--- src/hdl/sbsor_pkg.sv ---
`default_nettype none
package sbsor_pkg;

  // command codes
  localparam logic [2:0] CMD_ROW_START = 3'd0;
  localparam logic [2:0] CMD_NONZERO   = 3'd1;
  localparam logic [2:0] CMD_LOAD_X    = 3'd2;
  localparam logic [2:0] CMD_LOAD_F    = 3'd3;
  localparam logic [2:0] CMD_RUN       = 3'd4;
  localparam logic [2:0] CMD_READ_X    = 3'd5;

  // result status codes
  localparam logic [1:0] STAT_LOAD_OK   = 2'd0;
  localparam logic [1:0] STAT_RUN_DONE  = 2'd1;
  localparam logic [1:0] STAT_ZERO_DIAG = 2'd2;
  localparam logic [1:0] STAT_READ_DATA = 2'd3;

  // configuration register indexes
  localparam logic [1:0] CFG_RELAX_WEIGHT = 2'd0;
  localparam logic [1:0] CFG_SWEEP_LIMIT  = 2'd1;
  localparam logic [1:0] CFG_ROW_COUNT    = 2'd2;
  localparam logic [1:0] CFG_COMPLEX_MODE = 2'd3;

  // quotient magnitude cap is 2^Q_CAP_BITS, signed quotient is QW bits
  localparam int Q_CAP_BITS = 40;
  localparam int QW         = Q_CAP_BITS + 2;
  localparam int QL_BITS    = 24;

  typedef struct packed {
    logic [2:0]         cmd;
    logic [12:0]        index;
    logic [9:0]         column;
    logic [13:0]        row_start;
    logic signed [31:0] re_value;
    logic signed [31:0] im_value;
  } in_item_t;

  typedef struct packed {
    logic [1:0]         status;
    logic signed [31:0] out_re;
    logic signed [31:0] out_im;
    logic               saturated;
  } out_item_t;

  typedef struct packed {
    logic signed [QW-1:0] q;
    logic                 sat;
  } div_res_t;

endpackage
`default_nettype wire

--- src/hdl/sbsor_div.sv ---
`default_nettype none
module sbsor_div #(
  parameter int FRAC_BITS = 16
) (
  input  wire logic                clk,
  input  wire logic                rst_n,
  input  wire logic                start,
  input  wire logic signed [63:0]  num,
  input  wire logic [63:0]         den,
  output logic                     done,
  output sbsor_pkg::div_res_t      res
);
  localparam int DW = 64 + FRAC_BITS;
  localparam int CW = $clog2(DW + 1);
  localparam int QB = sbsor_pkg::Q_CAP_BITS;
  localparam int QW = sbsor_pkg::QW;

  logic              busy_r;
  logic              done_r;
  logic [CW-1:0]     cnt_r;
  logic [63:0]       rem_r;
  logic [DW-1:0]     dvd_r;
  logic [QB:0]       quo_r;
  logic              ovf_r;
  logic              neg_r;
  sbsor_pkg::div_res_t res_r;

  logic [64:0]       rem_sh;
  logic              ge;
  logic [64:0]       rem_new;
  logic [63:0]       mag_in;
  logic              ov;
  logic [QB:0]       qmag;

  always_comb begin
    rem_sh  = {rem_r, dvd_r[DW-1]};
    ge      = rem_sh >= {1'b0, den};
    rem_new = ge ? (rem_sh - {1'b0, den}) : rem_sh;
    mag_in  = num[63] ? 64'(-num) : num;
    ov      = ovf_r | quo_r[QB];
    qmag    = ov ? {1'b1, {QB{1'b0}}} : quo_r;
  end

  always_ff @(posedge clk) begin
    if (!rst_n) begin
      busy_r <= 1'b0;
      done_r <= 1'b0;
    end else begin
      done_r <= 1'b0;
      if (!busy_r && start) begin
        busy_r <= 1'b1;
      end else if (busy_r && cnt_r == '0) begin
        busy_r <= 1'b0;
        done_r <= 1'b1;
      end
    end
  end

  // restoring division, one quotient bit per cycle
  always_ff @(posedge clk) begin
    if (!busy_r && start) begin
      neg_r <= num[63];
      dvd_r <= {mag_in, {FRAC_BITS{1'b0}}};
      rem_r <= '0;
      quo_r <= '0;
      ovf_r <= 1'b0;
      cnt_r <= CW'(DW);
    end else if (busy_r && cnt_r != '0) begin
      rem_r <= rem_new[63:0];
      dvd_r <= {dvd_r[DW-2:0], 1'b0};
      quo_r <= {quo_r[QB-1:0], ge};
      ovf_r <= ovf_r | quo_r[QB];
      cnt_r <= cnt_r - CW'(1);
    end else if (busy_r) begin
      res_r.q   <= neg_r ? -QW'(qmag) : QW'(qmag);
      res_r.sat <= ov;
    end
  end

  assign done = done_r;
  assign res  = res_r;
endmodule
`default_nettype wire
--- config.mk ---
export PLATFORM = sky130hd
export DESIGN_NAME = sbsor_div
export DESIGN_NICKNAME = d
export VERILOG_FILES = /design/src/hdl/sbsor_pkg.sv /design/src/hdl/sbsor_div.sv
export SDC_FILE = /design/constraint.sdc
export NUM_CORES = 1
export LEC_CHECK = 0
export BUFFER_PORTS_ARGS = -buffer_cell sky130_fd_sc_hd__buf_2
export CAP_MARGIN = 20
export CORE_MARGIN = 2
export CORE_UTILIZATION = 54
export DETAILED_ROUTE_END_ITERATION = 12
export HOLD_SLACK_MARGIN = 0.15
export PLACE_DENSITY = 0.85
export RECOVER_POWER = 50
export SLEW_MARGIN = 15
export SYNTH_ARGS = -nofsm -noshare
export SYNTH_HDL_FRONTEND = slang
export SYNTH_SLANG_ARGS = --single-unit
export TNS_END_PERCENT = 20
--- constraint.sdc ---
create_clock -name clk -period 3.6 [get_ports clk]
set_input_delay 0.18 -clock clk [delete_from_list [all_inputs] [get_ports clk]]
set_output_delay 0.18 -clock clk [all_outputs]
set_load 0.05 [all_outputs]
==> results.toml, run 1 <==
[placement]
post-place-cells = 2342
pre_cts_slack_ns = -0.1621
gp_congestion = 0.9433
numPortBuffers = 174
dpl-instance-area_um2 = 16340
dp_hpwl_um = 26990

[yosys]
synth_edf_count = 108
yosysMostFrequentCell = "nand2_1"
synth_warnings = 0
netlist-cell-type-count = 66
post_synth_inst_count = 1865
synthMuxAreaShare_pct = 1.471
ys_async_sr_fraction_pct = 0
synth_area_um2 = 15050
synth_seq_area_share_pct = 36.84
synth_top_family_by_area = "simple AND/OR/NAND/NOR gates"
synth_compound_area_share_pct = 21.02
synthTopCellsByCount = "nand2_1, o21ai_0, dfxtp_1"
synth_top_area_share_pct = 21.55
synth_fa_ha_area_share_pct = 5.786
synth_simple_gate_area_share_pct = 21.12
yosysTopAreaCell = "edfxtp_1"
syn_area_per_cell_um2 = 8.070
synth.area.top_cells = "edfxtp_1, dfxtp_1, o21ai_0, nand2_1, xor2_1"
ys_dominant_reg_cell = "dfxtp_1"
synth_nets = 2065
synth.ff_latch_count = 223
synthXorXnorAreaFrac_pct = 8.496

[power_and_ir_drop]
p_switching_mw = 1.661
p_int_mw = 4.745
ir_drop_v = 0.0003649
p_leak_nw = 7.409
p_comb_share_pct = 13.4
p_clk_share_pct = 41.5
p_seq_share_pct = 45.1
netSwitchingFraction_pct = 25.93
cellPowerDensity_nw_per_um2 = 360.0

[routing]
drt-total-wl_um = 39970
num_vias = 14330
drc_errors = 0
routed_via_density = 5.853
routedWlPerCell_um = 16.32
drtIter0Drc = 1189
ant_nets = 0
drt-pass1-iter-count = 5

[setup_path]
start_kind = "primary input"
crit_arrival_ns = 3.80
worstReg2RegStart = "dvd_r[79]$_DFFE_PP_"
required_ns = 3.87
cp-end-kind = "flip-flop"
timing.reg2reg.setup_slack_ns = 0.23
r2r_cells = 13
crit_fanout = 6
r2r_end = "rem_r[54]$_SDFFE_PP0P_"
crit_type = "primary input to flip-flop"

[timing]
finalSetupViolCount = 0
hold_violations = 0
timing.hold.ws_ns = 0.1767
period_needed_ns = 3.530
maxSlewViolCount = 147
worstMarginPinSlew_ns = 1.644
finalClockSkew_ns = 0.01868
layout_setup_ws_ns = 0.07001
fin_crit_sh_pct = 98.06
max_slew_margin_pct = -9.605
rsz0062_at_grt = "no"
fmax_mhz = 283.3

[clock_network]
numCtsBuffers = 26
clkTransAtPathRegs_ns = 0.06
htreeDepth = 1
cts_root_buf = "clkbuf_16"
clock_path_buffers = 3
tritoncts = "built"
cts.sinks = 223
clk_latency_ns = 0.54

[layout]
diodes = 0
final_util_pct = 64.40
fill_cells = 2324
instances_no_fill = 2449
drive_gt1_share_pct = 11.93
multi_input_area_um2 = 8801
seq_area_um2 = 5545
syn_to_final_growth_pct = 18.21
final_cell_area_um2 = 17790
final_nets = 2251

[grt]
antenna_found_initial = 0
grt_pass1_vias = 13560
grt_max_degree = 210
overflow = 0
grt_pass1_wl_um = 64720
track_usage_pct = 26.62

[floorplanning]
die_w_um = 171.0
ioPinCount = 175
dieArea_um2 = 29220
rows = 61
initial_core_util_pct = 54.47
die_y_um = 171.0
core-area_um2 = 27630

[run_status]
status = "complete, but fails checks"
violations = "max-capacitance violations, max-slew violations"

[flow_run]
maxCapViolations = 2

[worst_hold_path]
holdPathStages = 3
holdCritPathClass = "primary input to flip-flop"
hold_start = "num[55]"
hold_end = "dvd_r[71]$_DFFE_PP_"
[registers in the layout, summed over array words and instances, names as in the netlist]
signal	cells
dvd_r	64
rem_r	64
res	43
quo_r	41
cnt_r	7
busy_r	1
done	1
neg_r	1
ovf_r	1
[critical path: stages]
cell and delay, ns:
dlymetal6s4s_1 0.25, or4_4 0.51, or4_1 0.58, or4_4 0.46, or4_4 0.57, or3_4 0.48
nor2_8 0.15, nand2_4 0.10, o31ai_4 0.28, xor2_1 0.18, o21ai_1 0.07
[routing by layer]
metal  track usage, %  vias up  part of all wire [%]
li1                 -     7028                     -
met4            7.811        0                   2.4
met5                0        -                     0
met2            45.80      560                    48
met1            35.23     6667                    43
met3            3.146       79                   6.4
[power by group through the flow]
stage	Combinational (mW)	Sequential, mW	Clock [mW]
finish	0.859	2.89	2.66
floorplan	0.533	2.92	0
CTS	0.847	2.88	2.71
global route	0.955	2.90	2.81
detailed placement	0.789	2.94	0
global placement	0.759	2.93	0
[kinds of logic after synthesis]
kind of cell,count (synthesis)
and+or+nand+nor,672
AOI/OAI and AO/OA,524
DFF,223
buffers and inverters,209
xor gates and xnor gates,146
adders and majority gates,69
muxes,22
[area by class of cell]
cell class                 count  share of cell area, %
inverter                      90                  1.899
multi-input combinational   1433                  49.47
sequential                   223                  31.17
clock buffer                  42                  4.508
timing repair buffer         277                  9.909
tap                          378                  2.658
clock inverter                 6                 0.3938
[stage by stage]
| step | total power [mW] | TNS [ns] |
|---|---|---|
| 2_1_floorplan | 3.451 | 0 |
| 3_3_place_gp | 3.686 | -0.2708 |
| 3_5_place_dp | 3.725 | -0.8265 |
| 4_1_cts | 6.435 | 0 |
| 5_1_grt | 6.667 | 0 |
| 6_report | 6.406 | 0 |
[cell usage in the layout (no fill, tap or decap), types with 13 or more instances in the layout]
cell type,count
o41ai_1,13
inv_1,89
buf_4,31
o31ai_1,26
or3_1,24
a21oi_1,99
nand2_1,302
buf_2,124
o21bai_1,14
dlygate4sd3_1,58
nor3_1,23
a21o_1,26
edfxtp_1,108
clkbuf_16,27
ha_1,68
nor2_1,83
o21a_1,14
nor2b_1,13
or4_1,13
xor2_1,105
mux2i_1,21
nand4_1,30
dfxtp_1,115
xnor2_1,41
nand3_1,102
clkbuf_1,58
o21ai_0,228
[worst max-delay path by stage]
stage	start	end	cells after the start
after floorplan	num[8]	dvd_r[75]$_DFFE_PP_	11
after global placement	num[14]	dvd_r[59]$_DFFE_PP_	10
after detailed placement	num[14]	dvd_r[75]$_DFFE_PP_	11
after CTS	num[13]	dvd_r[77]$_DFFE_PP_	12
after global routing	dvd_r[79]$_DFFE_PP_	rem_r[48]$_SDFFE_PP0P_	14
final	num[13]	dvd_r[77]$_DFFE_PP_	11
[what timing repair did]
item / 4_1_cts / 5_1_grt
hold endpoints to repair: 64 / 0
setup buffers: 0 / 1
hold buffers: 62 / 0
setup endpoints to repair: 0 / 22
resized for setup: 0 / 24
Power figures use the tool's default switching activity.
==> inputs of run 2 (changes only) <==
Settings changed: CORE_ASPECT_RATIO set to 0.7.
==> run 2 against run 1 <==
Effect of this change:
- the flow still finishes with violations (max-capacitance violations, max-slew violations)
- non-clock buffer count increased by 4
- design area decreased by 0.49%
- register-to-register slack got worse by 0.11 ns
- utilization decreased by 0.32 points
- largest cell class unchanged
==> results.toml, run 2 (synthesized netlist as in run 1, its figures left out) <==
[layout]
drive_gt1_share_pct = 12.07
multi_input_area_um2 = 8781
final_nets = 2253
final_cell_mix = "nand2_1, o21ai_0, buf_2"
final_util_pct = 64.08
seq_area_um2 = 5545
final_common_cell = "nand2_1"
instances_no_fill = 2443
syn_to_final_growth_pct = 17.64
fill_cells = 2304

[clock_network]
tritoncts = "built"
clock_path_buffers = 3
cts.sinks = 223
cts_root_buf = "clkbuf_16"
htreeDepth = 1
clk_latency_ns = 0.54
clkTransAtPathRegs_ns = 0.06
numCtsBuffers = 24

[floorplanning]
dieArea_um2 = 29240
rows = 51
ioPinCount = 175
initial_core_util_pct = 54.47
die_y_um = 143.7
die_w_um = 203.5
core-area_um2 = 27630

[routing]
num_vias = 14510
drt-pass1-iter-count = 6
drt-total-wl_um = 41710
drtIter0Drc = 1459
drc_errors = 0
ant_nets = 0
routed_via_density = 5.937
routedWlPerCell_um = 17.07

[placement]
numPortBuffers = 174
gp_congestion = 0.9765
post-place-cells = 2339
dp_hpwl_um = 28380

[setup_path]
path_cells = "dlygate4sd3_1, buf_2, inv_1, ha_1, nor2b_1, o31a_1, o31ai_1, a311o_1, a31oi_1, a21oi_1, o21ai_0, buf_4, a31oi_1, xnor2_1, o21ai_0"
worstReg2RegStart = "rem_r[5]$_SDFFE_PP0P_"
max_stage_delay_ns = 0.56
timing.reg2reg.setup_slack_ns = 0.12
cp_num_buf_inv = 4
cpMaxStageDelayCell = "dlygate4sd3_1"
required_ns = 4.00
path_delay_family = "compound AO/OA/AOI/OAI gates"
cp-end-kind = "flip-flop"
start_kind = "primary input"
crit_arrival_ns = 3.92
crit_fanout = 4
r2r_cells = 11
crit_type = "primary input to flip-flop"
r2r_end = "rem_r[59]$_SDFFE_PP0P_"

[timing]
period_needed_ns = 3.515
timing.hold.ws_ns = 0.1822
max_slew_margin_pct = -17.87
hold_violations = 0
tns_ns = 0
worstMarginPinSlew_ns = 1.768
maxSlewViolCount = 47
fin_crit_sh_pct = 97.65
finalSetupViolCount = 0
fmax_mhz = 284.5
finalClockSkew_ns = 0.01519

[grt]
overflow = 0
antenna_found_initial = 0
track_usage_pct = 27.44
grt_max_degree = 210
grt_pass1_wl_um = 65750
grt_pass1_vias = 13350

[run_status]
violations = "max-capacitance violations, max-slew violations"
status = "complete, but fails checks"

[worst_hold_path]
hold_start = "num[6]"
holdCritPathClass = "primary input to flip-flop"
holdPathStages = 4
hold_end = "dvd_r[22]$_DFFE_PP_"

[power_and_ir_drop]
ir_drop_v = 0.0003140
total_power_mw = 6.101
cellPowerDensity_nw_per_um2 = 344.6
p_leak_nw = 7.367

[flow_run]
maxCapViolations = 1
run 2: what timing repair did:
action                                  in CTS  in global routing
resized for setup                            0                 22
setup buffers                                0                  2
endpoints found under the setup margin       0                 17
hold buffers                                60                  2
hold endpoints to repair                    62                  2
run 2: final cells by class:
class / count / share of cell area [%]
Antenna cell: 1 / 0.01413
Sequential cell: 223 / 31.32
Multi-Input combinational cell: 1433 / 49.59
Timing Repair Buffer: 281 / 10.36
Clock buffer: 26 / 3.555
Inverter: 90 / 1.908
Tap cell: 371 / 2.622
Clock inverter: 18 / 0.6289
run 2: worst max-delay path by stage:
stage / startpoint / depth (start not counted) / to
finish: den[1] / 15 / rem_r[59]$_SDFFE_PP0P_
global route: quo_r[0]$_SDFFE_PP0P_ / 10 / res[40]$_DFFE_PP_
CTS: num[0] / 13 / dvd_r[77]$_DFFE_PP_
detailed placement: num[8] / 12 / dvd_r[77]$_DFFE_PP_
global placement: num[14] / 12 / dvd_r[77]$_DFFE_PP_
floorplan: num[8] / 11 / dvd_r[75]$_DFFE_PP_
run 2: where the power goes:
group	switching [mW]	internal [mW]
registers	0.0589	2.82
clock network	1.08	1.27
logic	0.538	0.330
total	1.68	4.43
run 2: routing by layer:
layer	global-route usage [%]	vias to the layer above	routed length [um]	part of all wire (%)
met3	5.238	86	3799	9.1
li1	-	7016	-	-
met5	0	-	0	0
met4	8.029	0	1133	2.7
met1	38.86	6685	18650	45
met2	42.70	718	18130	43
run 2: through the flow:
| stage | cell area [um^2] | setup WS (ns) |
|---|---|---|
| 2_1_floorplan | 15050 | 0.1665 |
| 3_3_place_gp | 16360 | -0.02425 |
| 3_5_place_dp | 16360 | -0.07060 |
| 4_1_cts | 17700 | 0.05633 |
| 5_1_grt | 17700 | -0.003641 |
| 6_report | 17710 | 0.08454 |
run 2: worst register-to-register path, stage by stage, from the launching register on:
cell and delay (ns):
dfxtp_1 0.32, ha_1 0.37, a211o_1 0.37, o31ai_1 0.48
a311o_1 0.37, a31oi_1 0.16, a21oi_1 0.44, o21ai_0 0.17
buf_4 0.17, a31oi_1 0.26, xnor2_1 0.15, o21ai_0 0.09
==> inputs of run 3 (changes only) <==
Settings changed: ABC_AREA set to 1, CORE_UTILIZATION 54 to 55.
==> run 3 against run 2 <==
Effect of this change:
- the run still ends with max-capacitance violations, max-slew violations left
- critical path depth shrank 1
- clock power grew 9.4%
- register-to-register slack gained 0.37 ns
- sequential share of layout area shrank 4.6 points
- setup slack gained 0.40 ns
- largest cell class unchanged
- combinational power grew to 8.4 times the previous value
- synthesized cell count grew 57%
- sequential power grew 22%
- highest routed layer unchanged
- wire length grew 49%
- fmax grew 13%
- first-iteration DRC count grew 68%
- count of clock-buffer cells in the layout grew 3
==> results.toml, run 3 <==
[yosys]
ys_dominant_reg_cell = "dfxtp_1"
synthXorXnorAreaFrac_pct = 5.126
synth_compound_area_share_pct = 7.918
synth.area.top_cells = "nand2_1, edfxtp_1, dfxtp_1, inv_1, nand3_1"
synth_simple_gate_area_share_pct = 38.45
synth_seq_area_share_pct = 30.33
netlist-cell-type-count = 46
synth_fa_ha_area_share_pct = 4.763
syn_area_per_cell_um2 = 6.230
synth_top_family_by_area = "simple AND/OR/NAND/NOR gates"
synth_area_um2 = 18280
synthMuxAreaShare_pct = 0
ys_async_sr_fraction_pct = 0
synthTopCellsByCount = "nand2_1, inv_1, nor2_1"
synth_nets = 3135
yosysTopAreaCell = "nand2_1"
synth.ff_latch_count = 223
synth_top_area_share_pct = 19.65
synth_warnings = 0
yosysMostFrequentCell = "nand2_1"
synth_edf_count = 108
post_synth_inst_count = 2935

[placement]
gp_congestion = 1.072
dp_hpwl_um = 47310
post-place-cells = 3480
dpl-instance-area_um2 = 19470
numPortBuffers = 174

[routing]
drc_errors = 0
ant_nets = 0
drt-pass1-iter-count = 6
drtIter0Drc = 2453
routedWlPerCell_um = 17.35
routed_via_density = 5.502
drt-total-wl_um = 62230
num_vias = 19740

[clock_network]
htreeDepth = 1
clock_path_buffers = 3
cts_root_buf = "clkbuf_16"
cts_setup_buffers = 0
holdBufCountCts = 60
cts_resized = 0
tritoncts = "built"
clkTransAtPathRegs_ns = 0.07
cts.sinks = 223
numCtsBuffers = 24
clk_latency_ns = 0.57

[timing]
maxSlewViolCount = 37
hold_violations = 0
rsz0062_at_grt = "no"
worstMarginPinSlew_ns = 2.116
finalSetupViolCount = 0
finalClockSkew_ns = 0.03623
max_slew_margin_pct = -41.08
fmax_mhz = 321.2
period_needed_ns = 3.113
fin_crit_sh_pct = 86.47
tns_ns = 0

[setup_path]
crit_fanout = 58
start_kind = "flip-flop"
cp-end-kind = "flip-flop"
crit_type = "flip-flop to flip-flop"
required_ns = 3.97
crit_arrival_ns = 3.49

[floorplanning]
rows = 55
core-area_um2 = 32550
initial_core_util_pct = 56.17
die_w_um = 221.9
ioPinCount = 175
dieArea_um2 = 34740
die_y_um = 156.5

[power_and_ir_drop]
cellPowerDensity_nw_per_um2 = 643.3
p_leak_nw = 10.73
ir_drop_v = 0.0004988

[worst_hold_path]
holdCritPathClass = "primary input to flip-flop"

[layout]
drive_gt1_share_pct = 8.170
instances_no_fill = 3587
final_nets = 3340
final_common_cell = "nand2_1"
final_cell_area_um2 = 20790
syn_to_final_growth_pct = 13.71
final_cell_mix = "nand2_1, inv_1, nor2_1"
fill_cells = 3070

[run_status]
violations = "max-capacitance violations, max-slew violations"
status = "complete, but fails checks"

[grt]
track_usage_pct = 35.36
antenna_found_initial = 0
overflow = 0
grt_pass1_vias = 17850
grt_pass1_wl_um = 96720
grt_max_degree = 70

[flow_run]
maxCapViolations = 1
==> run 3: cell count changes in the layout (fill, tap and decap cells not counted), moves of 31 or more <==
cell,delta
o21ai_0,-165
nand2_1,+655
nor2_1,+211
xor2_1,-43
o22ai_1,+38
buf_4,-31
nand3_1,+130
inv_1,+444
==> run 3: layout make-up <==
cell class / instances / area [um^2] / share of cell area [%]
diodes: 2 / 5.005 / 0.02407
clock buffers: 29 / 649.4 / 3.124
clock inverters: 15 / 147.6 / 0.7102
inverters: 550 / 2064 / 9.930
multi-input cells: 2088 / 10270 / 49.40
flip-flops and latches: 223 / 5545 / 26.67
well taps: 427 / 534.3 / 2.570
repair buffers: 253 / 1573 / 7.565
==> run 3: path summary, 6_finish.rpt <==
check	startpoint	end	cells past startpoint	slack, ns
setup / recovery	rem_r[22]$_SDFFE_PP0P_	rem_r[3]$_SDFFE_PP0P_	14	0.49
hold / removal	den[1]	rem_r[1]$_SDFFE_PP0P_	5	0.17
setup reg to reg	rem_r[22]$_SDFFE_PP0P_	rem_r[3]$_SDFFE_PP0P_	14	0.49
hold reg to reg	rem_r[37]$_SDFFE_PP0P_	rem_r[37]$_SDFFE_PP0P_	2	0.47
==> run 3: cells by family (layout without fill, tap and decap cells) <==
| group | count (synthesis) | count (layout) |
|---|---|---|
| AO/OA/AOI/OAI | 259 | 259 |
| XOR/XNOR | 107 | 107 |
| adder cells (fa/ha/maj) | 69 | 69 |
| buffers and inverters | 624 | 847 |
| flip-flops | 223 | 223 |
| other | 0 | 2 |
| AND/OR/NAND/NOR | 1653 | 1653 |
==> run 3: stage by stage <==
stage | worst slack, ns | total power, mW | utilization (%) | hold slack (ns)
after floorplan | 0.07615 | 8.698 | - | 0.2789
after global placement | 0.7841 | 10.36 | 59.83 | 0.4529
after detailed placement | 0.7340 | 10.50 | 59.83 | 0.4586
after CTS | 0.6439 | 13.16 | 64.12 | 0.1633
after global routing | 0.2561 | 14.33 | 63.86 | 0.2199
final | 0.4870 | 13.37 | 63.87 | 0.1730
==> run 3: where the power goes <==
group          leakage [nW]  internal (mW)  switching [mW]
clock                 0.393           1.44            1.14
sequential             1.98           3.22           0.286
combinational          8.35           2.38            4.92
==> run 3: critical path, stage by stage, from the launching register on <==
cell and delay, ns:
dfxtp_1 0.33, ha_1 0.34, nand2_1 0.14, inv_1 0.05, nand2_1 0.06, nand2_1 0.09
a21oi_1 0.41, o21bai_2 0.19, inv_2 0.09, nand2_2 0.08, nand2_2 0.09, buf_4 0.57
nand3_1 0.19, nand3_1 0.14, o21ai_0 0.10
==> run 3: layer usage <==
layer / part of all wire (%) / GRT usage [%] / vias up / wire [um]
met2: 39 / 51.14 / 1041 / 24570
met1: 47 / 53.57 / 8988 / 29020
met3: 12 / 7.867 / 95 / 7464
li1: - / - / 9611 / -
met5: 0 / 0 / - / 0
met4: 1.9 / 7.046 / 0 / 1180
